<file path="src/sv/rfp_pkg.sv">
// ------------------------------------------------------------------
// rfp_pkg
// shared constants and types of the radar frame parser
// ------------------------------------------------------------------
`default_nettype none

package rfp_pkg;

  // frame marker bytes
  localparam logic [7:0] SYNC_A = 8'h53;
  localparam logic [7:0] SYNC_B = 8'h59;
  localparam logic [7:0] END_A  = 8'h54;
  localparam logic [7:0] END_B  = 8'h43;

  // control / command pairs
  localparam logic [7:0] CTRL_DIST   = 8'h80;
  localparam logic [7:0] CMD_DIST    = 8'h04;
  localparam logic [7:0] CTRL_HEART  = 8'h85;
  localparam logic [7:0] CMD_HEART   = 8'h02;
  localparam logic [7:0] CTRL_BREATH = 8'h81;
  localparam logic [7:0] CMD_BRATE   = 8'h03;
  localparam logic [7:0] CMD_BVAL    = 8'h02;

  // queue between parser and value update
  localparam int CMD_DEPTH = 4;
  localparam int CMD_AW    = $clog2(CMD_DEPTH);

  // which value register a finished frame writes
  typedef enum logic [2:0] {
    UPD_NONE  = 3'd0,
    UPD_DIST  = 3'd1,
    UPD_HEART = 3'd2,
    UPD_BRATE = 3'd3,
    UPD_BVAL  = 3'd4
  } upd_kind_t;

  // one classified word from the parser
  typedef struct packed {
    logic        done;
    upd_kind_t   kind;
    logic [15:0] data;
  } cmd_entry_t;

  // one result word
  typedef struct packed {
    logic [15:0] distance;
    logic [7:0]  pulse_rate;
    logic [7:0]  breath_rate;
    logic [7:0]  breath_value;
    logic        frame_done;
  } result_t;

endpackage

`default_nettype wire

</file>
<file path="src/sv/rfp_front.sv">
// ------------------------------------------------------------------
// rfp_front
// byte-serial frame parser; classifies each word into an update entry
// ------------------------------------------------------------------
`default_nettype none

module rfp_front (
  input  wire logic               clk,
  input  wire logic               rst_n,
  input  wire logic               in_push,
  input  wire logic [7:0]         in_rx_byte,
  input  wire logic               cmd_full,
  output logic                    cmd_push,
  output rfp_pkg::cmd_entry_t     cmd_entry
);

  typedef enum logic [9:0] {
    PH_SYNC1 = 10'b00_0000_0001,
    PH_SYNC2 = 10'b00_0000_0010,
    PH_CTRL  = 10'b00_0000_0100,
    PH_CMD   = 10'b00_0000_1000,
    PH_LENH  = 10'b00_0001_0000,
    PH_LENL  = 10'b00_0010_0000,
    PH_DATA  = 10'b00_0100_0000,
    PH_CHK   = 10'b00_1000_0000,
    PH_END1  = 10'b01_0000_0000,
    PH_END2  = 10'b10_0000_0000
  } phase_t;

  phase_t      phase_r, phase_nxt;
  logic [7:0]  sum_r, sum_nxt;
  logic [7:0]  ctrl_r, ctrl_nxt;
  logic [7:0]  cmd_r, cmd_nxt;
  logic [15:0] left_r, left_nxt;
  logic [7:0]  tail0_r, tail0_nxt;
  logic [7:0]  tail1_r, tail1_nxt;
  logic [15:0] left_dec;
  logic [15:0] len_full;
  logic        accept;

  assign accept   = in_push & ~cmd_full;
  assign cmd_push = accept;
  assign left_dec = left_r - 16'd1;
  assign len_full = {left_r[15:8], in_rx_byte};

  // parser state update and classification
  always_comb begin
    phase_nxt = phase_r;
    sum_nxt   = sum_r;
    ctrl_nxt  = ctrl_r;
    cmd_nxt   = cmd_r;
    left_nxt  = left_r;
    tail0_nxt = tail0_r;
    tail1_nxt = tail1_r;
    cmd_entry.done = 1'b0;
    cmd_entry.kind = rfp_pkg::UPD_NONE;
    cmd_entry.data = {tail1_r, tail0_r};
    if (accept) begin
      unique case (phase_r)
        PH_SYNC2: begin
          if (in_rx_byte == rfp_pkg::SYNC_B) begin
            sum_nxt   = sum_r + in_rx_byte;
            phase_nxt = PH_CTRL;
          end else begin
            phase_nxt = PH_SYNC1;
          end
        end
        PH_CTRL: begin
          sum_nxt   = sum_r + in_rx_byte;
          ctrl_nxt  = in_rx_byte;
          phase_nxt = PH_CMD;
        end
        PH_CMD: begin
          sum_nxt   = sum_r + in_rx_byte;
          cmd_nxt   = in_rx_byte;
          phase_nxt = PH_LENH;
        end
        PH_LENH: begin
          sum_nxt   = sum_r + in_rx_byte;
          left_nxt  = {in_rx_byte, 8'h00};
          phase_nxt = PH_LENL;
        end
        PH_LENL: begin
          sum_nxt   = sum_r + in_rx_byte;
          left_nxt  = len_full;
          phase_nxt = (len_full == 16'd0) ? PH_CHK : PH_DATA;
        end
        PH_DATA: begin
          sum_nxt  = sum_r + in_rx_byte;
          left_nxt = left_dec;
          // keep only the last two payload bytes
          if (left_dec[15:1] == 15'd0) begin
            if (left_dec[0]) begin
              tail1_nxt = in_rx_byte;
            end else begin
              tail0_nxt = in_rx_byte;
            end
          end
          if (left_dec == 16'd0) begin
            phase_nxt = PH_CHK;
          end
        end
        PH_CHK: begin
          phase_nxt = (in_rx_byte == sum_r) ? PH_END1 : PH_SYNC1;
        end
        PH_END1: begin
          phase_nxt = (in_rx_byte == rfp_pkg::END_A) ? PH_END2 : PH_SYNC1;
        end
        PH_END2: begin
          if (in_rx_byte == rfp_pkg::END_B) begin
            cmd_entry.done = 1'b1;
            if (ctrl_r == rfp_pkg::CTRL_DIST && cmd_r == rfp_pkg::CMD_DIST) begin
              cmd_entry.kind = rfp_pkg::UPD_DIST;
            end else if (ctrl_r == rfp_pkg::CTRL_HEART && cmd_r == rfp_pkg::CMD_HEART) begin
              cmd_entry.kind = rfp_pkg::UPD_HEART;
            end else if (ctrl_r == rfp_pkg::CTRL_BREATH && cmd_r == rfp_pkg::CMD_BRATE) begin
              cmd_entry.kind = rfp_pkg::UPD_BRATE;
            end else if (ctrl_r == rfp_pkg::CTRL_BREATH && cmd_r == rfp_pkg::CMD_BVAL) begin
              cmd_entry.kind = rfp_pkg::UPD_BVAL;
            end
          end
          phase_nxt = PH_SYNC1;
        end
        default: begin
          // frame start hunt: clear the frame context on every word
          tail0_nxt = 8'h00;
          tail1_nxt = 8'h00;
          ctrl_nxt  = 8'h00;
          cmd_nxt   = 8'h00;
          left_nxt  = 16'd0;
          if (in_rx_byte == rfp_pkg::SYNC_A) begin
            sum_nxt   = in_rx_byte;
            phase_nxt = PH_SYNC2;
          end else begin
            sum_nxt   = 8'h00;
            phase_nxt = PH_SYNC1;
          end
        end
      endcase
    end
  end

  // parser registers
  always_ff @(posedge clk) begin
    if (!rst_n) begin
      phase_r <= PH_SYNC1;
      sum_r   <= 8'h00;
      ctrl_r  <= 8'h00;
      cmd_r   <= 8'h00;
      left_r  <= 16'd0;
      tail0_r <= 8'h00;
      tail1_r <= 8'h00;
    end else begin
      phase_r <= phase_nxt;
      sum_r   <= sum_nxt;
      ctrl_r  <= ctrl_nxt;
      cmd_r   <= cmd_nxt;
      left_r  <= left_nxt;
      tail0_r <= tail0_nxt;
      tail1_r <= tail1_nxt;
    end
  end

endmodule

`default_nettype wire

</file>
<file path="src/sv/rfp_cmd_fifo.sv">
// ------------------------------------------------------------------
// rfp_cmd_fifo
// short queue of classified words between parser and value update
// ------------------------------------------------------------------
`default_nettype none

module rfp_cmd_fifo (
  input  wire logic                clk,
  input  wire logic                rst_n,
  input  wire logic                push,
  input  wire rfp_pkg::cmd_entry_t entry_in,
  output logic                     full,
  input  wire logic                pop,
  output rfp_pkg::cmd_entry_t      entry_out,
  output logic                     empty
);

  rfp_pkg::cmd_entry_t            slot_r [rfp_pkg::CMD_DEPTH];
  logic [rfp_pkg::CMD_AW-1:0]     wr_r, rd_r;
  logic [rfp_pkg::CMD_AW:0]       cnt_r, cnt_nxt;
  logic                           do_push, do_pop;

  assign full      = (cnt_r == (rfp_pkg::CMD_AW + 1)'(rfp_pkg::CMD_DEPTH));
  assign empty     = (cnt_r == '0);
  assign do_push   = push & ~full;
  assign do_pop    = pop & ~empty;
  assign entry_out = slot_r[rd_r];

  // occupancy
  always_comb begin
    cnt_nxt = cnt_r;
    if (do_push && !do_pop) begin
      cnt_nxt = cnt_r + 1'b1;
    end else if (do_pop && !do_push) begin
      cnt_nxt = cnt_r - 1'b1;
    end
  end

  // pointers and count
  always_ff @(posedge clk) begin
    if (!rst_n) begin
      wr_r  <= '0;
      rd_r  <= '0;
      cnt_r <= '0;
    end else begin
      if (do_push) begin
        wr_r <= wr_r + 1'b1;
      end
      if (do_pop) begin
        rd_r <= rd_r + 1'b1;
      end
      cnt_r <= cnt_nxt;
    end
  end

  // storage
  always_ff @(posedge clk) begin
    if (do_push) begin
      slot_r[wr_r] <= entry_in;
    end
  end

endmodule

`default_nettype wire

</file>
<file path="src/sv/rfp_back.sv">
// ------------------------------------------------------------------
// rfp_back
// applies frame updates to the value registers and queues results
// ------------------------------------------------------------------
`default_nettype none

module rfp_back (
  input  wire logic                clk,
  input  wire logic                rst_n,
  input  wire rfp_pkg::cmd_entry_t cmd_entry,
  input  wire logic                cmd_empty,
  output logic                     cmd_pop,
  input  wire logic                out_pop,
  output logic                     out_empty,
  output rfp_pkg::result_t         out_res
);

  logic [15:0]       dist_r, dist_nxt;
  logic [7:0]        heart_r, heart_nxt;
  logic [7:0]        brate_r, brate_nxt;
  logic [7:0]        bval_r, bval_nxt;
  rfp_pkg::result_t  res_q [2];
  rfp_pkg::result_t  res_new;
  logic              owr_r, ord_r;
  logic [1:0]        ocnt_r, ocnt_nxt;
  logic              take, do_opop;

  assign take      = ~cmd_empty & (ocnt_r != 2'd2);
  assign cmd_pop   = take;
  assign out_empty = (ocnt_r == 2'd0);
  assign do_opop   = out_pop & ~out_empty;
  assign out_res   = res_q[ord_r];

  // value register update
  always_comb begin
    dist_nxt  = dist_r;
    heart_nxt = heart_r;
    brate_nxt = brate_r;
    bval_nxt  = bval_r;
    unique case (cmd_entry.kind)
      rfp_pkg::UPD_NONE: begin
      end
      rfp_pkg::UPD_DIST: begin
        dist_nxt = cmd_entry.data;
        // nobody present clears everything
        if (cmd_entry.data == 16'd0) begin
          heart_nxt = 8'h00;
          brate_nxt = 8'h00;
          bval_nxt  = 8'h00;
        end
      end
      rfp_pkg::UPD_HEART: heart_nxt = cmd_entry.data[7:0];
      rfp_pkg::UPD_BRATE: brate_nxt = cmd_entry.data[7:0];
      rfp_pkg::UPD_BVAL:  bval_nxt  = cmd_entry.data[7:0];
      default: begin
      end
    endcase
    res_new.distance     = dist_nxt;
    res_new.pulse_rate   = heart_nxt;
    res_new.breath_rate  = brate_nxt;
    res_new.breath_value = bval_nxt;
    res_new.frame_done   = cmd_entry.done;
  end

  // result queue occupancy
  always_comb begin
    ocnt_nxt = ocnt_r;
    if (take && !do_opop) begin
      ocnt_nxt = ocnt_r + 2'd1;
    end else if (do_opop && !take) begin
      ocnt_nxt = ocnt_r - 2'd1;
    end
  end

  // value registers and result pointers
  always_ff @(posedge clk) begin
    if (!rst_n) begin
      dist_r  <= 16'd0;
      heart_r <= 8'h00;
      brate_r <= 8'h00;
      bval_r  <= 8'h00;
      owr_r   <= 1'b0;
      ord_r   <= 1'b0;
      ocnt_r  <= 2'd0;
    end else begin
      if (take) begin
        dist_r  <= dist_nxt;
        heart_r <= heart_nxt;
        brate_r <= brate_nxt;
        bval_r  <= bval_nxt;
        owr_r   <= ~owr_r;
      end
      if (do_opop) begin
        ord_r <= ~ord_r;
      end
      ocnt_r <= ocnt_nxt;
    end
  end

  // result storage
  always_ff @(posedge clk) begin
    if (take) begin
      res_q[owr_r] <= res_new;
    end
  end

endmodule

`default_nettype wire

</file>
<file path="src/sv/radar_frame_parser_unit.sv">
// an accepted word is registered into the update queue, then the value update writes its result into the result queue
// throughput: one word per cycle, set by the parser state update
// the parser stalls only when the four-word update queue is full
// the result side holds up to two words before it backs up into the queue
// reset (rst_n low, synchronous) returns to sync hunt and clears all values
// ------------------------------------------------------------------
// radar_frame_parser_unit
// byte-serial sync/length/checksum frame parser for a radar sensor link
// ------------------------------------------------------------------
`default_nettype none

module radar_frame_parser_unit (
  input  wire logic        clk,
  input  wire logic        rst_n,
  input  wire logic        in_push,
  output logic             in_full,
  input  wire logic [7:0]  in_rx_byte,
  input  wire logic        out_pop,
  output logic             out_empty,
  output logic [15:0]      out_distance,
  output logic [7:0]       out_pulse_rate,
  output logic [7:0]       out_breath_rate,
  output logic [7:0]       out_breath_value,
  output logic             out_frame_done
);

  rfp_pkg::cmd_entry_t front_entry;
  rfp_pkg::cmd_entry_t back_entry;
  rfp_pkg::result_t    res;
  logic                front_push;
  logic                cmd_full;
  logic                cmd_empty;
  logic                cmd_pop;

  assign in_full = cmd_full;

  // parser and classifier
  rfp_front u_front (
    .clk        (clk),
    .rst_n      (rst_n),
    .in_push    (in_push),
    .in_rx_byte (in_rx_byte),
    .cmd_full   (cmd_full),
    .cmd_push   (front_push),
    .cmd_entry  (front_entry)
  );

  // decoupling queue
  rfp_cmd_fifo u_cmd_fifo (
    .clk       (clk),
    .rst_n     (rst_n),
    .push      (front_push),
    .entry_in  (front_entry),
    .full      (cmd_full),
    .pop       (cmd_pop),
    .entry_out (back_entry),
    .empty     (cmd_empty)
  );

  // value update and result queue
  rfp_back u_back (
    .clk       (clk),
    .rst_n     (rst_n),
    .cmd_entry (back_entry),
    .cmd_empty (cmd_empty),
    .cmd_pop   (cmd_pop),
    .out_pop   (out_pop),
    .out_empty (out_empty),
    .out_res   (res)
  );

  assign out_distance     = res.distance;
  assign out_pulse_rate   = res.pulse_rate;
  assign out_breath_rate  = res.breath_rate;
  assign out_breath_value = res.breath_value;
  assign out_frame_done   = res.frame_done;

endmodule

`default_nettype wire

</file>
<file path="config.mk">
export PLATFORM = sky130hd
export DESIGN_NAME = radar_frame_parser_unit
export DESIGN_NICKNAME = d
export VERILOG_FILES = /design/src/sv/rfp_pkg.sv /design/src/sv/rfp_front.sv /design/src/sv/rfp_cmd_fifo.sv /design/src/sv/rfp_back.sv /design/src/sv/radar_frame_parser_unit.sv
export SDC_FILE = /design/constraint.sdc
export NUM_CORES = 1
export LEC_CHECK = 0
export ABC_AREA = 1
export ABC_CLOCK_PERIOD_IN_PS = 3900
export BUFFER_PORTS_ARGS = -buffer_cell sky130_fd_sc_hd__buf_2
export CAP_MARGIN = 20
export CORE_MARGIN = 5
export CORE_UTILIZATION = 55
export DETAILED_ROUTE_END_ITERATION = 8
export GPL_TIMING_DRIVEN = 0
export PLACE_DENSITY_LB_ADDON = 0.05
export SYNTH_ARGS = -nofsm -noshare
export SYNTH_HDL_FRONTEND = slang
export SYNTH_SLANG_ARGS = --single-unit
</file>
<file path="constraint.sdc">
create_clock -name clk -period 3.9 [get_ports clk]
set_input_delay 0.195 -clock clk [delete_from_list [all_inputs] [get_ports clk]]
set_output_delay 0.195 -clock clk [all_outputs]
set_load 0.05 [all_outputs]
</file>
# Word-level counts from Yosys, hierarchy flattened
# Memories as Yosys holds them, arrays and structs flattened. A register that Yosys moved wholly into a read port is not among the register bits.
# Cells that the tools add are included.
# W data, S select, Z words.
classes:
  muxes: 45
  n_eq_ne: 31
  n_reduce_logical: 34
  n_addsub: 8
  bitwise: 16
op_table:
  columns: ["cell", "n"]
  rows:
  - ["$pmux W8 S2", 7]
  - ["$pmux W10 S9", 1]
  - ["$mux W8", 10]
  - ["$pmux W16 S4", 1]
  - ["$logic_not A16 Y1", 3]
  - ["$eq A8 B7 Y1 const B", 4]
  - ["$eq A8 B8 Y1 const B", 3]
  - ["$pmux W8 S3", 1]
  - ["$reduce_or A8 Y1", 3]
  - ["$mux W3", 7]
  - ["$mux W10", 2]
  - ["$eq A8 B2 Y1 const B", 2]
  - ["$mux W16", 1]
  - ["$sub A16 B1 Y16 const B", 1]
  - ["$logic_not A15 Y1", 1]
  - ["$mux W4", 3]
  - ["$not A1 Y1", 11]
  - ["$eq A10 B10 Y1 const B", 1]
  - ["$eq A10 B2 Y1 const B", 1]
  - ["$eq A10 B3 Y1 const B", 1]
  - ["$eq A10 B4 Y1 const B", 1]
  - ["$eq A10 B5 Y1 const B", 1]
  - ["$eq A10 B6 Y1 const B", 1]
  - ["$eq A10 B7 Y1 const B", 1]
  - ["other kinds (29)", 66]
totals:
  mem_bits_rw: 162
  reg_bits: 117
  n_memories: 2
  in_bits: 12
  out_inout_bits: 43
memory_table:
  columns: ["name", "depth", "word_bits", "read_ports", "rd_ports_with_merged_regs", "wr", "line_no", "text"]
  rows:
  - ["u_back.res_q", 2, 41, 1, 1, 1, "rfp_back.sv:22", "rfp_pkg::result_t res_q [2];"]
  - ["u_cmd_fifo.slot_r", 4, 20, 1, 1, 1, "rfp_cmd_fifo.sv:18", "rfp_pkg::cmd_entry_t slot_r [rfp_pkg::CMD_DEPTH];"]

# Depth between registers and ports, before layout
depth:
  word_depth: 9
  ltp_mapped: 16

# By module
# A second synthesis with hierarchy kept.
hier_totals:
  cells_unflattened: 1470
  hier_area_um2: 13235.2
modules_own_cells:
  columns: ["module", "seq_area_each_um2", "cells_each", "area_per_inst_um2", "n_inst"]
  rows:
  - ["rfp_back", 3363.2, 554, 5627.9, 1]
  - ["rfp_front", 1321.3, 652, 4169.0, 1]
  - ["rfp_cmd_fifo", 2582.5, 264, 3438.3, 1]

# Least setup slack after synthesis
# No wires, ideal clock.
synth_timing:
  path_type: "reg-to-reg"
  startpoint: "register u_cmd_fifo.cnt_r[0] (netlist name)"
  endpoint: "memory u_back.res_q[0][0] (netlist name), enable pin"
  synth_period_minus_slack_ns: 3.490
  n_path_buf: 1
  arrival_time_ns: 3.050
  path_slack_ns: 0.410
  stages_incl_launch_ff: 6
  cell_sequence: "dfxtp_1 inv_1 a32oi_1 inv_2 buf_1 nor2_1"
synth_via:
  elab_chain_cells: 5
synth_rtl:
  columns: ["element", "line_no", "text"]
  rows:
  - ["start: declaration", "rfp_cmd_fifo.sv:20", "logic [rfp_pkg::CMD_AW:0] cnt_r, cnt_nxt;"]
  - ["start signal: assignment", "rfp_cmd_fifo.sv:52", "cnt_r <= cnt_nxt;"]
  - ["$logic_not A3 Y1", "rfp_cmd_fifo.sv:24", "assign empty = (cnt_r == '0);"]
  - ["$not A1 Y1", "rfp_back.sv:28", "assign take = ~cmd_empty & (ocnt_r != 2'd2);"]
  - ["$and A1 B1 Y1", "rfp_back.sv:28", null]
  - ["$mux W1", "rfp_back.sv:102", "if (take) begin"]
  - ["$mux W1 (not written as such)", "rfp_back.sv:103", "res_q[owr_r] <= res_new;"]
  - ["end: declaration", "rfp_back.sv:22", null]
# No other way between the ends.

# Worst setup path in the final report
layout_timing:
  startpoint: "register u_cmd_fifo.cnt_r[0] (netlist name)"
  endpoint: "register u_cmd_fifo.cnt_r[2] (netlist name)"
layout_via:
  elab_chain_cells: 7
  word_cells_on_any_way: 17
  cone_classes: "add/sub: 2; eq/ne: 1; mux: 2; bitwise: 6; reduce/logical: 6"
layout_rtl:
  columns: ["element", "line_no"]
  rows:
  - ["$eq A3 B3 Y1 / $logic_not A3 Y1 (equally long branches)", "rfp_cmd_fifo.sv:23, rfp_cmd_fifo.sv:24"]
  - ["$not A1 Y1 (on tied branches)", null]
  - ["$and A1 B1 Y1 (on tied branches)", "rfp_front.sv:41, rfp_back.sv:28"]
  - ["$and A1 B1 Y1 (on tied branches)", "rfp_cmd_fifo.sv:25, rfp_cmd_fifo.sv:26"]
  - ["$logic_not A1 Y1 (on tied branches)", "rfp_cmd_fifo.sv:34, rfp_cmd_fifo.sv:32"]
  - ["$logic_and A1 B1 Y1 (on tied branches)", "rfp_cmd_fifo.sv:34, rfp_cmd_fifo.sv:32"]
  - ["$reduce_bool A2 Y1 (no source line) / $mux W3 (equally long branches)", null]
# Parallel ways exist; a longest one is shown, timed or not. The select of a mux whose other input is x is not followed.
# A chain may end at the register's enable or synchronous reset.

==> out/metrics.csv <==
stage,metric,value,unit
detailed_routing,wire length per cell,15.7,um
detailed_routing,Via density,5.25,
placement,IO buf count,53,
clocking,# hold bufs at CTS,0,
pwr,Max VDD drop,401,uV
cells_and_area,Final nets,1586,
placement,RD Place Congestion,0.916,
pwr,switching share of power,41.3,%
timing,relative slew slack,20.1,%
clocking,post-CTS setup buffer count,0,
critical_path,worst path cell trace,inv_1 > a32oi_1 > inv_2 > buf_1 > ha_1 > inv_1 > fa_1 > nor2_1 > nor2_1 > nand2_1 > o21ai_0 > a21oi_1,
yosys,Adder-Cell Fraction of Synth Area,1.75,%
timing,setup TNS,0,ns
critical_path,critical path's slowest cell,a32oi_1,
hold_path,Hold Path Class,input port to flop,
clocking,CTS buffer count,30,
cells_and_area,share of layout cells above drive strength 1,14.5,%
detailed_routing,# DRC,0,
yosys,Mean Syn Cell Area,8.87,um^2
detailed_routing,via count,9976,
cells_and_area,area grow syn2layout,14.1,%
floorplan,I/O pins,55,
global_routing,largest net degree at the start of global routing,24,
yosys,Post-synth top cells,"365 x nand2_1, 164 x nor2_1, 162 x edfxtp_1, 143 x nand3_1, 137 x inv_1",
yosys,Yosys cell types,45,
global_routing,initial antenna violation count,0,
clocking,clk_lat worst skew,0.54,ns
yosys,post-synth top area share,37.4,%
pwr,sequential fraction of design power,35.6,%
critical_path,Worst Setup End Kind,flop,
timing,Final Setup Violations,0,
yosys,Mapped Nets,1495,
pwr,Leak,6.41,nW
clocking,Root Buffer,clkbuf_16,
clocking,"CTS clk-pin slew, worst paths",0.06,ns
placement,Post-Place Cells,1844,
detailed_routing,Post-Route WL,29800,um
critical_path,Worst Setup Path Type,flop to flop,
yosys,"Top FF cell, synth",edfxtp_1,
yosys,"count leader, synth",nand2_1,
timing,final slew viol count,0,
yosys,Synth Area in XOR/XNOR,0.606,%
floorplan,initial core utilization,55.6,%
timing,Tcrit/Tclk final,83.9,%
cells_and_area,Finished Layout Cells,1900,
pwr,clock power share,22.6,%
critical_path,"Data required, critical path",4.32,ns
yosys,Post-synth EDFFs,162,
yosys,largest family of logic cells by synthesized area,simple AND/OR/NAND/NOR gates,
yosys,post-synthesis cell count,1466,
floorplan,num rows,56,
critical_path,Critical Path Start Type,flop,
pwr,Final Power,12.6,mW
yosys,Ys Warns,0,
critical_path,CP arrival,3.69,ns
status,status,completed,
timing,fmax,306,MHz
timing,endpoints failing hold,0,
pwr,Int Power,7.41,mW
critical_path,Crit path largest cell delay,0.96,ns
global_routing,total track usage,22.6,%
yosys,simple-gate area share of the yosys netlist,25.0,%
timing,Final min period,3.27,ns
cells_and_area,Ant. Diodes,0,
timing,RSZ-0062 raised after global routing,no,
yosys,ranking of synthesized cells by area,"edfxtp_1 37%, dfxtp_1 18%, nand2_1 11%, nand3_1 5.5%, nor2_1 4.7%",
clocking,H-tree Lvls,1,
clocking,post-cts sizing count,0,
pwr,Pwr per Cell Area,852,nW/um^2
clocking,CTS Buffer Depth,3,
global_routing,first-pass GRT wire length,48400,um
yosys,leading area contributor after synthesis,edfxtp_1,
detailed_routing,DR pass1 iterations,5,
clocking,clock sink count,282,
floorplan,Chip Width,164,um
run,Max Cap Viol,0,
floorplan,area of the core,23400,um^2
placement,final HPWL from detailed placement,21200,um
yosys,mux cell area share after synthesis,3.55,%
pwr,combinational group share of total power,41.8,%
clocking,CTS tree,yes,
yosys,synthesized area,13000,um^2
global_routing,grt total ovfl,0,
yosys,Seq cells post-synth,282,
detailed_routing,post-route ant nets,0,
pwr,switching power,5.22,mW
floorplan,Die Ht,164,um
yosys,post-synthesis async set-or-reset flop share,0,%
yosys,Synth Area in Compound Gates,6.83,%
detailed_routing,initial DRC count,705,
timing,worst slew pin tran,1.20,ns
timing,Final Skew,0.0112,ns
global_routing,vias in the first global route,9661,
floorplan,die area,26800,um^2
critical_path,largest fanout on the critical path,10,
yosys,post-synthesis sequential area ratio,55.9,%
==> flip-flops by register name, indices dropped and copies added (netlist names), 10 cells and up, named ones only <==
name and count:
u_front.left_r 16, u_front.phase_r 10, u_cmd_fifo.slot_r 80, u_back.dist_r 16, u_back.res_q 82
==> layer usage <==
layer	routed length (um)	global-route usage, %	up-vias
met3	1370	2.69	59
met4	1000	8.08	0
met5	0	0	-
met1	12700	28.7	4631
met2	14700	39.8	228
li1	-	-	5058
==> cells in the final DEF (no fill, tap or decap), types with 5 or more instances in the layout <==
| cell type | Yosys | routed |
|---|---|---|
| a21oi_1 | 86 | 86 |
| xor2_1 | 6 | 6 |
| nor2_2 | 7 | 11 |
| nand2_2 | 12 | 12 |
| nor2_4 | 7 | 9 |
| nand2_1 | 365 | 365 |
| buf_1 | 10 | 10 |
| ha_1 | 15 | 15 |
| inv_2 | 14 | 14 |
| nand3_1 | 143 | 143 |
| nand4_1 | 9 | 9 |
| mux2_2 | 41 | 41 |
| clkinv_2 | 0 | 5 |
| nor4_1 | 6 | 6 |
| clkbuf_1 | 18 | 24 |
| inv_1 | 137 | 137 |
| o21ai_0 | 41 | 41 |
| buf_2 | 12 | 65 |
| nor2_1 | 164 | 158 |
| o22ai_1 | 12 | 12 |
| o21ai_1 | 18 | 18 |
| dfxtp_1 | 120 | 120 |
| buf_6 | 5 | 5 |
| clkbuf_16 | 0 | 31 |
| nor3_1 | 19 | 19 |
| edfxtp_1 | 162 | 162 |
==> area by class of cell <==
class	count	area, um^2
inverters	154	583
plain buffers	49	251
flip-flops and latches	282	7270
fillers	2050	8570
clock inverters	15	160
multi-input cells	981	4930
well taps	319	399
clock buffers	41	853
repair buffers	59	393
==> worst paths after layout <==
check / start / slack, ns / endpoint / cells after the start
max reg2reg: u_cmd_fifo.cnt_r[0] / 0.63 / u_cmd_fifo.cnt_r[2] / 12
min: in_rx_byte[1] / 0.04 / u_front.cmd_r[1] / 3
max: u_cmd_fifo.cnt_r[0] / 0.63 / u_cmd_fifo.cnt_r[2] / 12
min reg2reg: u_front.cmd_r[4] / 0.46 / u_front.cmd_r[4] / 2
==> kinds of logic (layout without fill, tap and decap cells) <==
group	Yosys count	in the layout
simple gates	748	748
flops	282	282
buf+inv	203	318
compound gates	166	166
mux	41	41
fa+ha+maj	17	17
xor+xnor	9	9
==> power groups by stage <==
stage	sequential (mW)	combinational (mW)	clock (mW)
after floorplan	4.50	3.92	0
after detailed placement	4.56	5.28	0
after global routing	4.57	5.84	3.04
after CTS	4.50	5.31	2.90
after global placement	4.56	5.07	0
final	4.50	5.28	2.85
==> worst max-delay path, delay by kind of cell (launching register included) <==
kind	cells	cell delay (ns)
buffers and inverters	4	0.85
AOI/OAI and AO/OA	3	1.17
DFF	1	0.38
and+or+nand+nor	3	0.23
adders and majority gates	2	0.53
==> metrics by stage <==
| stage | setup WS, ns | hold WS (ns) | cell area [um^2] | utilization, % |
|---|---|---|---|---|
| after floorplan | 0.410 | 0.355 | 13000 | - |
| after global placement | -1.46 | 0.450 | 13700 | 58.4 |
| after detailed placement | 0.609 | 0.455 | 13800 | 59.1 |
| after CTS | 0.598 | 0.0160 | 14800 | 63.4 |
| after global routing | 0.381 | 0.0262 | 14800 | 63.4 |
| final | 0.628 | 0.0383 | 14800 | 63.4 |
Power figures use the tool's default switching activity.
